### config.mk
export PLATFORM = sky130hd
export DESIGN_NAME = rational_arith_unit
export DESIGN_NICKNAME = d
export VERILOG_FILES = /design/src/hdl/rau_pkg.sv /design/src/hdl/rau_mul.sv /design/src/hdl/rau_div.sv /design/src/hdl/rational_arith_unit.sv
export SDC_FILE = /design/constraint.sdc
export NUM_CORES = 2
export LEC_CHECK = 0
export BUFFER_PORTS_ARGS = -buffer_cell sky130_fd_sc_hd__buf_2
export CORE_ASPECT_RATIO = 0.8
export CORE_MARGIN = 2
export CORE_UTILIZATION = 65
export CTS_CLUSTER_SIZE = 8
export DETAILED_ROUTE_END_ITERATION = 7
export PLACE_DENSITY_LB_ADDON = 0.2
export SLEW_MARGIN = 0
export SYNTH_ARGS = -nofsm -noshare
export SYNTH_HDL_FRONTEND = slang
export SYNTH_SLANG_ARGS = --single-unit
### constraint.sdc
create_clock -name clock -period 11.92 [get_ports clock]
set_input_delay 1.192 -clock clock [delete_from_list [all_inputs] [get_ports clock]]
set_output_delay 1.192 -clock clock [all_outputs]
set_load 0.05 [all_outputs]
### src/hdl/rau_pkg.sv
`timescale 1ns / 1ps
package rau_pkg;
   localparam int OperandWidth = 32;
   localparam int DataWidth    = 2 * OperandWidth;

   localparam logic [1:0] FuncAdd = 2'd0;
   localparam logic [1:0] FuncSub = 2'd1;
   localparam logic [1:0] FuncMul = 2'd2;
   localparam logic [1:0] FuncCmp = 2'd3;

   localparam logic [1:0] StatOk      = 2'd0;
   localparam logic [1:0] StatZeroGcd = 2'd1;
   localparam logic [1:0] StatOvf     = 2'd2;
   localparam logic [1:0] StatZeroDen = 2'd3;

   typedef enum logic [2:0] {
      ST_IDLE, ST_MUL, ST_EVAL, ST_GCD, ST_REM, ST_DIVN, ST_DIVD, ST_DONE
   } state_type;

   typedef struct packed {
      logic                        start;
      logic signed [DataWidth-1:0] dividend;
      logic signed [DataWidth-1:0] divisor;
   } div_req_type;
endpackage

### src/hdl/rau_mul.sv
`timescale 1ns / 1ps
module rau_mul (
   input  logic                                 clock,
   input  logic signed [rau_pkg::OperandWidth-1:0] a,
   input  logic signed [rau_pkg::OperandWidth-1:0] b,
   output logic signed [rau_pkg::DataWidth-1:0]    p
);
   logic signed [rau_pkg::DataWidth-1:0] p_ff;
   logic signed [rau_pkg::DataWidth-1:0] p_in;

   assign p_in = rau_pkg::DataWidth'(a) * rau_pkg::DataWidth'(b);
   always_ff @(posedge clock) begin
      p_ff <= p_in;
   end
   assign p = p_ff;
endmodule

### src/hdl/rau_div.sv
`timescale 1ns / 1ps
module rau_div (
   input  logic                                  clock,
   input  logic                                  reset,
   input  rau_pkg::div_req_type                  req,
   output logic                                  done,
   output logic signed [rau_pkg::DataWidth-1:0]  quot,
   output logic signed [rau_pkg::DataWidth-1:0]  rem
);
   localparam int W  = rau_pkg::DataWidth;
   localparam int CW = $clog2(W);

   logic [W-1:0]  rem_ff, rem_in, quo_ff, quo_in, dvs_ff, dvs_in;
   logic [CW-1:0] cnt_ff, cnt_in;
   logic          run_ff, run_in, done_ff, done_in;
   logic          negq_ff, negq_in, negr_ff, negr_in;
   logic [W:0]    trial, diff;

   always_ff @(posedge clock) begin
      if (reset) begin
         run_ff  <= 1'b0;
         done_ff <= 1'b0;
         cnt_ff  <= '0;
      end else begin
         run_ff  <= run_in;
         done_ff <= done_in;
         cnt_ff  <= cnt_in;
      end
      rem_ff  <= rem_in;
      quo_ff  <= quo_in;
      dvs_ff  <= dvs_in;
      negq_ff <= negq_in;
      negr_ff <= negr_in;
   end

   always_comb begin
      trial   = {rem_ff, quo_ff[W-1]};
      diff    = trial - {1'b0, dvs_ff};
      rem_in  = rem_ff;
      quo_in  = quo_ff;
      dvs_in  = dvs_ff;
      cnt_in  = cnt_ff;
      run_in  = run_ff;
      negq_in = negq_ff;
      negr_in = negr_ff;
      done_in = 1'b0;
      if (req.start) begin
         run_in  = 1'b1;
         cnt_in  = '0;
         rem_in  = '0;
         quo_in  = req.dividend[W-1] ? -req.dividend : req.dividend;
         dvs_in  = req.divisor[W-1] ? -req.divisor : req.divisor;
         negq_in = req.dividend[W-1] ^ req.divisor[W-1];
         negr_in = req.dividend[W-1];
      end else if (run_ff) begin
         if (!diff[W]) begin
            rem_in = diff[W-1:0];
         end else begin
            rem_in = trial[W-1:0];
         end
         quo_in = {quo_ff[W-2:0], ~diff[W]};
         cnt_in = cnt_ff + 1'b1;
         if (cnt_ff == CW'(W - 1)) begin
            run_in  = 1'b0;
            done_in = 1'b1;
         end
      end
   end

   assign done = done_ff;
   assign quot = negq_ff ? -quo_ff : quo_ff;
   assign rem  = negr_ff ? -rem_ff : rem_ff;
endmodule

### src/hdl/rational_arith_unit.sv
`timescale 1ns / 1ps
// Rational arithmetic unit: add, subtract, multiply or compare two fractions.
// Request: drive req_* and pulse start while busy is low; the beat is taken
// on that edge and busy rises on the next cycle.
// Response: rsp_strobe is high for one cycle with rsp_res_num, rsp_res_den,
// rsp_order and rsp_status valid; busy falls right after it. The receiver
// cannot stall: the beat is gone after that cycle.
// Flow: four products on one shared 32x32 multiplier, an evaluate state,
// then Euclid's gcd loop on a shared 64-bit radix-2 divider, one remainder
// per step, plus two divides (numerator, then denominator) to reduce.
// Compare goes from evaluate straight to the strobe; add/sub/mul strobe
// after the gcd loop and, for a nonzero gcd, the two divides.
// One request is in flight at a time.
// Reset (synchronous, active high) returns the unit to idle with busy low.
module rational_arith_unit (
   input  logic                                  clock,
   input  logic                                  reset,
   input  logic                                  start,
   output logic                                  busy,
   input  logic [1:0]                            req_func,
   input  logic signed [rau_pkg::OperandWidth-1:0] req_a_num,
   input  logic signed [rau_pkg::OperandWidth-1:0] req_a_den,
   input  logic signed [rau_pkg::OperandWidth-1:0] req_b_num,
   input  logic signed [rau_pkg::OperandWidth-1:0] req_b_den,
   output logic                                  rsp_strobe,
   output logic signed [rau_pkg::DataWidth-1:0]  rsp_res_num,
   output logic signed [rau_pkg::DataWidth-1:0]  rsp_res_den,
   output logic signed [1:0]                     rsp_order,
   output logic [1:0]                            rsp_status
);
   localparam int W  = rau_pkg::DataWidth;
   localparam int OW = rau_pkg::OperandWidth;

   rau_pkg::state_type state_ff, state_in;
   logic [1:0]          func_ff, func_in;
   logic signed [OW-1:0] an_ff, an_in, ad_ff, ad_in, bn_ff, bn_in, bd_ff, bd_in;
   logic [2:0]          cnt_ff, cnt_in;
   logic signed [W-1:0] prod_ff [4];
   logic signed [W-1:0] num_ff, num_in, den_ff, den_in, m_ff, m_in, n_ff, n_in;
   logic signed [1:0]   order_ff, order_in;
   logic [1:0]          status_ff, status_in;
   logic signed [OW-1:0] mul_a, mul_b;
   logic signed [W-1:0] mul_p, div_q, div_r, addend;
   logic signed [W:0]   sum;
   logic                div_done;
   rau_pkg::div_req_type div_req;

   rau_mul u_mul (.clock(clock), .a(mul_a), .b(mul_b), .p(mul_p));
   rau_div u_div (.clock(clock), .reset(reset), .req(div_req), .done(div_done),
                  .quot(div_q), .rem(div_r));

   always_ff @(posedge clock) begin
      if (reset) begin
         state_ff <= rau_pkg::ST_IDLE;
         cnt_ff   <= '0;
      end else begin
         state_ff <= state_in;
         cnt_ff   <= cnt_in;
      end
      func_ff   <= func_in;
      an_ff     <= an_in;
      ad_ff     <= ad_in;
      bn_ff     <= bn_in;
      bd_ff     <= bd_in;
      num_ff    <= num_in;
      den_ff    <= den_in;
      m_ff      <= m_in;
      n_ff      <= n_in;
      order_ff  <= order_in;
      status_ff <= status_in;
      if (state_ff == rau_pkg::ST_MUL && cnt_ff != 3'd0) begin
         prod_ff[cnt_ff[1:0] - 2'd1] <= mul_p;
      end
   end

   always_comb begin
      unique case (cnt_ff[1:0])
         2'd0:    begin mul_a = an_ff; mul_b = bd_ff; end
         2'd1:    begin mul_a = bn_ff; mul_b = ad_ff; end
         2'd2:    begin mul_a = ad_ff; mul_b = bd_ff; end
         default: begin mul_a = an_ff; mul_b = bn_ff; end
      endcase
      addend = (func_ff == rau_pkg::FuncSub) ? -prod_ff[1] : prod_ff[1];
      sum    = {prod_ff[0][W-1], prod_ff[0]} + {addend[W-1], addend};
   end

   always_comb begin
      state_in  = state_ff;
      cnt_in    = cnt_ff;
      func_in   = func_ff;
      an_in     = an_ff;
      ad_in     = ad_ff;
      bn_in     = bn_ff;
      bd_in     = bd_ff;
      num_in    = num_ff;
      den_in    = den_ff;
      m_in      = m_ff;
      n_in      = n_ff;
      order_in  = order_ff;
      status_in = status_ff;
      div_req   = '0;
      unique case (state_ff)
         rau_pkg::ST_IDLE: begin
            if (start) begin
               func_in   = req_func;
               an_in     = req_a_num;
               ad_in     = req_a_den;
               bn_in     = req_b_num;
               bd_in     = req_b_den;
               cnt_in    = '0;
               order_in  = '0;
               status_in = rau_pkg::StatOk;
               state_in  = rau_pkg::ST_MUL;
            end
         end
         rau_pkg::ST_MUL: begin
            cnt_in = cnt_ff + 3'd1;
            if (cnt_ff == 3'd4) begin
               state_in = rau_pkg::ST_EVAL;
            end
         end
         rau_pkg::ST_EVAL: begin
            if (func_ff == rau_pkg::FuncCmp) begin
               num_in = '0;
               den_in = '0;
               if (ad_ff == '0 || bd_ff == '0) begin
                  status_in = rau_pkg::StatZeroDen;
               end else if (prod_ff[0] == prod_ff[1]) begin
                  order_in = 2'sd0;
               end else if ((prod_ff[0] < prod_ff[1]) ^ (ad_ff[OW-1] ^ bd_ff[OW-1])) begin
                  order_in = -2'sd1;
               end else begin
                  order_in = 2'sd1;
               end
               state_in = rau_pkg::ST_DONE;
            end else begin
               den_in = prod_ff[2];
               n_in   = prod_ff[2];
               if (func_ff == rau_pkg::FuncMul) begin
                  num_in = prod_ff[3];
                  m_in   = prod_ff[3];
               end else begin
                  num_in = sum[W-1:0];
                  m_in   = sum[W-1:0];
                  if (sum[W] != sum[W-1]) begin
                     status_in = rau_pkg::StatOvf;
                  end
               end
               state_in = rau_pkg::ST_GCD;
            end
         end
         rau_pkg::ST_GCD: begin
            if (n_ff != '0) begin
               div_req  = '{start: 1'b1, dividend: m_ff, divisor: n_ff};
               state_in = rau_pkg::ST_REM;
            end else if (m_ff == '0) begin
               if (status_ff == rau_pkg::StatOk) begin
                  status_in = rau_pkg::StatZeroGcd;
               end
               state_in = rau_pkg::ST_DONE;
            end else begin
               div_req  = '{start: 1'b1, dividend: num_ff, divisor: m_ff};
               state_in = rau_pkg::ST_DIVN;
            end
         end
         rau_pkg::ST_REM: begin
            if (div_done) begin
               m_in     = n_ff;
               n_in     = div_r;
               state_in = rau_pkg::ST_GCD;
            end
         end
         rau_pkg::ST_DIVN: begin
            if (div_done) begin
               num_in   = div_q;
               div_req  = '{start: 1'b1, dividend: den_ff, divisor: m_ff};
               state_in = rau_pkg::ST_DIVD;
            end
         end
         rau_pkg::ST_DIVD: begin
            if (div_done) begin
               den_in   = div_q;
               state_in = rau_pkg::ST_DONE;
            end
         end
         rau_pkg::ST_DONE: begin
            state_in = rau_pkg::ST_IDLE;
         end
         default: begin
            state_in = rau_pkg::ST_IDLE;
         end
      endcase
   end

   assign busy        = (state_ff != rau_pkg::ST_IDLE);
   assign rsp_strobe  = (state_ff == rau_pkg::ST_DONE);
   assign rsp_res_num = num_ff;
   assign rsp_res_den = den_ff;
   assign rsp_order   = order_ff;
   assign rsp_status  = status_ff;
endmodule

* Yosys cells after proc, flatten, opt, wreduce, memory -nomap -nowiden
Memories as Yosys holds them, arrays and structs flattened.
Index checks and enable logic that the tools add are counted.
** Word-level totals
- Register bits after elaboration :: 662
- RAM bits :: 256
- Bits of input ports :: 133
- Logic and storage cells :: 157
- Memories kept :: 1
** Memories
- prod_ff :: depth 4, bits a word 64, rd ports 4, clocked after memory_dff 0, wr ports 1, line rational_arith_unit.sv:38 : logic signed [W-1:0] prod_ff [4];
** Operators by class
- Add/subtract/negate cells :: 10
- $mul :: 1
- $lt $le $gt $ge :: 1
- Equal/unequal tests :: 30
- Multiplexer cells :: 57
- Bitwise logic cells :: 5
- Reductions and logical operators :: 29
** Operators with widths (number)
- 2-to-1 mux 64 bit :: 15
- case mux 64 bit (2 select lines) :: 4
- 2-to-1 mux 129 bit :: 3
- negation 64 bit :: 5
- case mux 129 bit (2 select lines) :: 1
- case mux 32 bit (2 select lines) :: 2
- adder 64 x 64 -> 65 bit :: 1
- subtractor 65 x 64 -> 65 bit :: 1
- == test 64 bit :: 1
- logical NOT 32 bit :: 2
- logical NOT 64 bit :: 1
- < comparator 64 bit :: 1
- multiplier 32 x 32 -> 64 bit :: 1
- nonzero test 64 bit :: 1
- 2-to-1 mux 63 bit :: 1
- 2-to-1 mux 2 bit :: 14
- case mux 3 bit (8 select lines) :: 1
- 2-to-1 mux 3 bit :: 7
- == test 3 bit (second input constant) :: 5
- != test 2 bit (second input constant) :: 7
- nonzero test 2 bit :: 6
- != test 3 bit (second input constant) :: 3
- nonzero test 3 bit :: 3
- != test 2 x 1 -> 1 bit (second input constant) :: 4
- other kinds (26) :: 43

* Depth between registers and ports, before layout
An unclocked memory read counts as a cell.
- Depth after elaboration :: 9
- Mapped depth :: 37

* Hierarchy
From an unflattened synthesis, not the netlist that was laid out.
** Unflattened totals
- Cells, all modules :: 9094
- Area, all modules :: 88693.8 um^2
** Modules (own cells, without submodules)
- rau_mul :: instances 1, cells an instance 3940, area each 37513.5 um^2
- rational_arith_unit :: instances 1, cells an instance 3109, area each 34109.0 um^2
- rau_div :: instances 1, cells an instance 2045, area each 17071.4 um^2

* Least setup slack after synthesis
Ideal clock, no wire load.
- Kind :: reg-to-reg
- From :: register func_ff[1]
- To :: register m_ff[0], enable pin
- Arrival :: 9849 ps
- Slack :: 1279 ps
- Stages on the path, launching flop included :: 5
- Path through :: edfxtp_1 -> clkbuf_1 -> and2_1 -> clkbuf_1 -> o21ai_0
** Between the ends
- Word-level cells in the longest chain between the ends :: 3
** Ends and longest elaborated chain
- from (decl) :: line rational_arith_unit.sv:35 : logic [1:0] func_ff, func_in;
- from (signal assigned) :: line rational_arith_unit.sv:60 : func_ff <= func_in;
- == test 2 bit :: line rational_arith_unit.sv:123 : if (func_ff == rau_pkg::FuncCmp) begin
- != test 2 bit (no source line)
- AND reduction 3 bit (no source line)
- to (signal assigned) :: line rational_arith_unit.sv:67 : m_ff <= m_in;
- to (decl) :: line rational_arith_unit.sv:39 : logic signed [W-1:0] num_ff, num_in, den_ff, den_in, m_ff, m_in, n_ff, n_in;
Every way passes these cells.
A chain may end at the register's enable or synchronous reset.

* Worst setup path in the final report
- From :: register cnt_ff[0]
- To :: register u_mul.p_ff (netlist bit u_mul.p[62])
** Between the ends
- Word-level cells in the longest chain between the ends :: 4
** Ends and longest elaborated chain
- from (decl) :: line rational_arith_unit.sv:37 : logic [2:0] cnt_ff, cnt_in;
- from (signal assigned) :: line rational_arith_unit.sv:58 : cnt_ff <= cnt_in;
- == test 2 bit or logical NOT 2 bit (tied branches) :: line rational_arith_unit.sv:77 : unique case (cnt_ff[1:0])
- OR reduction 2 bit (no source line)
- case mux 32 bit (2 select lines) :: line rational_arith_unit.sv:77
- multiplier 32 x 32 -> 64 bit * :: line rau_mul.sv:11 : assign p_in = rau_pkg::DataWidth'(a) * rau_pkg::DataWidth'(b);
- via u_mul.p_in (one bit) :: line rau_mul.sv:9 : logic signed [rau_pkg::DataWidth-1:0] p_in;
- to (signal assigned) :: line rau_mul.sv:13 : p_ff <= p_in;
- to (decl) :: line rau_mul.sv:8 : logic signed [rau_pkg::DataWidth-1:0] p_ff;
The timed path passes the listed nets; every way through them passes the cells marked *.

==> results.md <==
* Status: finished, violations left
* Failing checks: max-capacitance violations, max-slew violations
* Post-synth EDFFs at 776
* Wire length of the first global-routing pass at between 400000 and 500000 um
* Cell Rows at about 120
* Headroom to the max-slew limit at -10.8%
* Filler instances at around 10000
* Max frequency at 88.8 MHz
* Asr flop ratio synth at 0%
* Post-layout min period at 11260 ps
* Crit path largest cell delay at 1060 ps
* RSZ-0062 raised after global routing: false
* CP most frequent cell: fa_1
* Drt total wl at between 300000 and 400000 um
* Worst Setup Path Type: reg2reg
* Post-CTS Setup Bufs at 0
* Worst Tran Pin Value at between 1500 and 2000 ps
* Chip Width at 412 um
* #FFs+latches synth at 918
* CTS Buffer Depth at 3
* Clk sink count at 918
* Multi-input logic area at 0.0543 sq mm
* Final TNS setup at 0 ps
* Worst r2r src: cnt_ff[0]
* PortBufs at 266
* Vias in the first global route at 71400
* Internal reg-to-reg setup slack at about 660 ps
* Netlist cell types at 97
* Max Cap Viol at 1
* Layout cell share with drive strength beyond 1 at 7.70%
* Final setup margin at 659 ps
* Final global-route overflow total at 0
* H-tree depth at 4
* IO Count at 267
* Clk_lat worst skew at 790 ps
* Starting Density at 65.6%
* # hold bufs at CTS at 0
* Post-DP HPWL at 233000 um
* Vias per inst at 6.56
* Area leader, netlist: edfxtp_1
* CP Capture Point: u_mul.p[62]
* Critical Path End Type: register
* Post-synth top cells: 1237 x inv_1, 1154 x nand2_1, 1084 x fa_1
* Worst R2R Path Depth at 32
* Reg clk slew, reported paths at around 60 ps
* Core area at 0.132 sq mm
* Mapped Avg Cell Area at between 9 and 10 sq um
* Final period util at between 90% and 100%
* Yosys warns at 0
* Reg-to-reg endpoint: u_mul.p[62]
* Post-synthesis sequential area ratio at 30.2%
* Clock root buffer: clkbuf_16
* Crit. Startpoint: cnt_ff[0]
* Worst-path fanout max at 97
* Arr. time, crit path at roughly 12000 ps
* Die height at 330 um
* Startpoint types: register
* Max Slew Vio Count at 2
* CTS Buf Count at approximately 130
* Place WS at ~1100 ps
* # setup viols final at 0
* GPL Wtd Cong at ~1.1
* Cell Area, Synth at 0.0865 sq mm
* Cells after Synth at 8981
* Utilization after layout at 71.1%
* DR WL/cell at 27.5 um
* Die area at 0.136 sq mm
* # nets final at roughly 11000
* Drt pass-1 iters at 7
* Via count at 71800
* Slowest cell on the critical path: ha_4
* Top-area cell type share of the netlist area at about 27%
* Post-CTS Resized at 0
* Total GRT Usage at 44.7%
* CTS tree: built
* HP Class: reg2reg
* Count leader, synth: inv_1
* Storage cell area at 0.0261 sq mm
* Hold WS at 498 ps
* Remaining antenna violation count at 0
* DRC viols at 0
* Initial antenna violation count at 8
* Top_reg_cell synth: edfxtp_1
* Crit path required time at approximately 13000 ps
* P&R area growth vs syn at 8.33%
* Largest net degree at the start of global routing at 98
* Top cells by area, synth: edfxtp_1 27%, fa_1 25%, ha_1 5.6%
* Net Count, Synth at about 11000
* Hold Violations, Final at 0
* Initial DRC count at 10200
* Setup Skew at 36.2 ps
cell families after synthesis:
kind of cell               synth area share (%)
DFF                                        30.2
muxes                                     0.457
adders and majority gates                  30.7
xor gates and xnor gates                   4.91
buffers and inverters                      7.42
and+or+nand+nor                            13.1
AOI/OAI and AO/OA                          13.2
worst min path at each step:
| stage | start | endpoint | slack, ps | cells past startpoint |
|---|---|---|---|---|
| after floorplan | u_mul.p[0] | prod_ff[0][0] | 440 | 0 |
| after global placement | u_mul.p[2] | prod_ff[1][2] | 510 | 0 |
| after detailed placement | u_mul.p[30] | prod_ff[1][30] | 510 | 0 |
| after CTS | u_mul.p[38] | prod_ff[3][38] | 490 | 0 |
| after global routing | u_mul.p[39] | prod_ff[3][39] | 500 | 0 |
| final | u_mul.p[38] | prod_ff[3][38] | 500 | 0 |
flip-flops by register name (all words and copies together), names as in the netlist, 64 cells and up:
register      flops
rsp_res_num      64
u_mul.p          64
n_ff             64
m_ff             64
prod_ff         256
u_div.dvs_ff     64
u_div.quo_ff     64
rsp_res_den      64
u_div.rem_ff     64
metrics by stage:
stage,cells,area [sq um]
after floorplan,8981,86500
after global placement,10700,89800
final,10900,93800
after global routing,10900,93700
after CTS,10900,93700
after detailed placement,10700,89800
area by class of cell:
class / count / area share (%)
Clock inverter: 14 / 0.227
Antenna cell: 9 / 0.0240
Clock buffer: 207 / 3.92
Timing Repair Buffer: 427 / 2.71
Inverter: 1242 / 4.97
Tap cell: 1754 / 2.34
Sequential cell: 918 / 27.9
Multi-Input combinational cell: 6373 / 57.9
metal layers:
layer  share of wire, %  up-vias  wire length [um]  GRT usage, %
li1                   -    30300                 -             -
met1                 37    35100            112000          59.8
met2                 41     5281            123000          62.3
met3                 16     1064             47400          19.0
met4                6.0       17             18100          22.3
met5               0.21        -               640          1.72
critical path, delay by kind of cell (launching register included):
kind / cells / cell delay [ps]
AND/OR/NAND/NOR: 3 / 590
adder cells (fa/ha/maj): 10 / 4460
flip-flops: 1 / 400
AO/OA/AOI/OAI: 11 / 4320
buffers and inverters: 7 / 1180
XOR/XNOR: 1 / 170
cell usage in the layout, fill, tap and decap left out, types with 136 or more instances in the layout:
cell,netlist,final
buf_2,14,266
buf_4,2,161
ha_1,387,384
o21ai_0,397,392
nor2_1,775,772
edfxtp_1,776,776
inv_1,1237,1236
a21o_1,194,194
nand3_1,145,144
xor2_1,235,235
a21oi_1,433,409
clkbuf_16,0,136
dfxtp_1,142,141
xnor2_1,250,250
nand2_1,1154,1151
fa_1,1084,1084
Power is left out: the tool's default activity adds up to more than one toggle a clock period on the data nets, which glitch-free logic cannot reach.
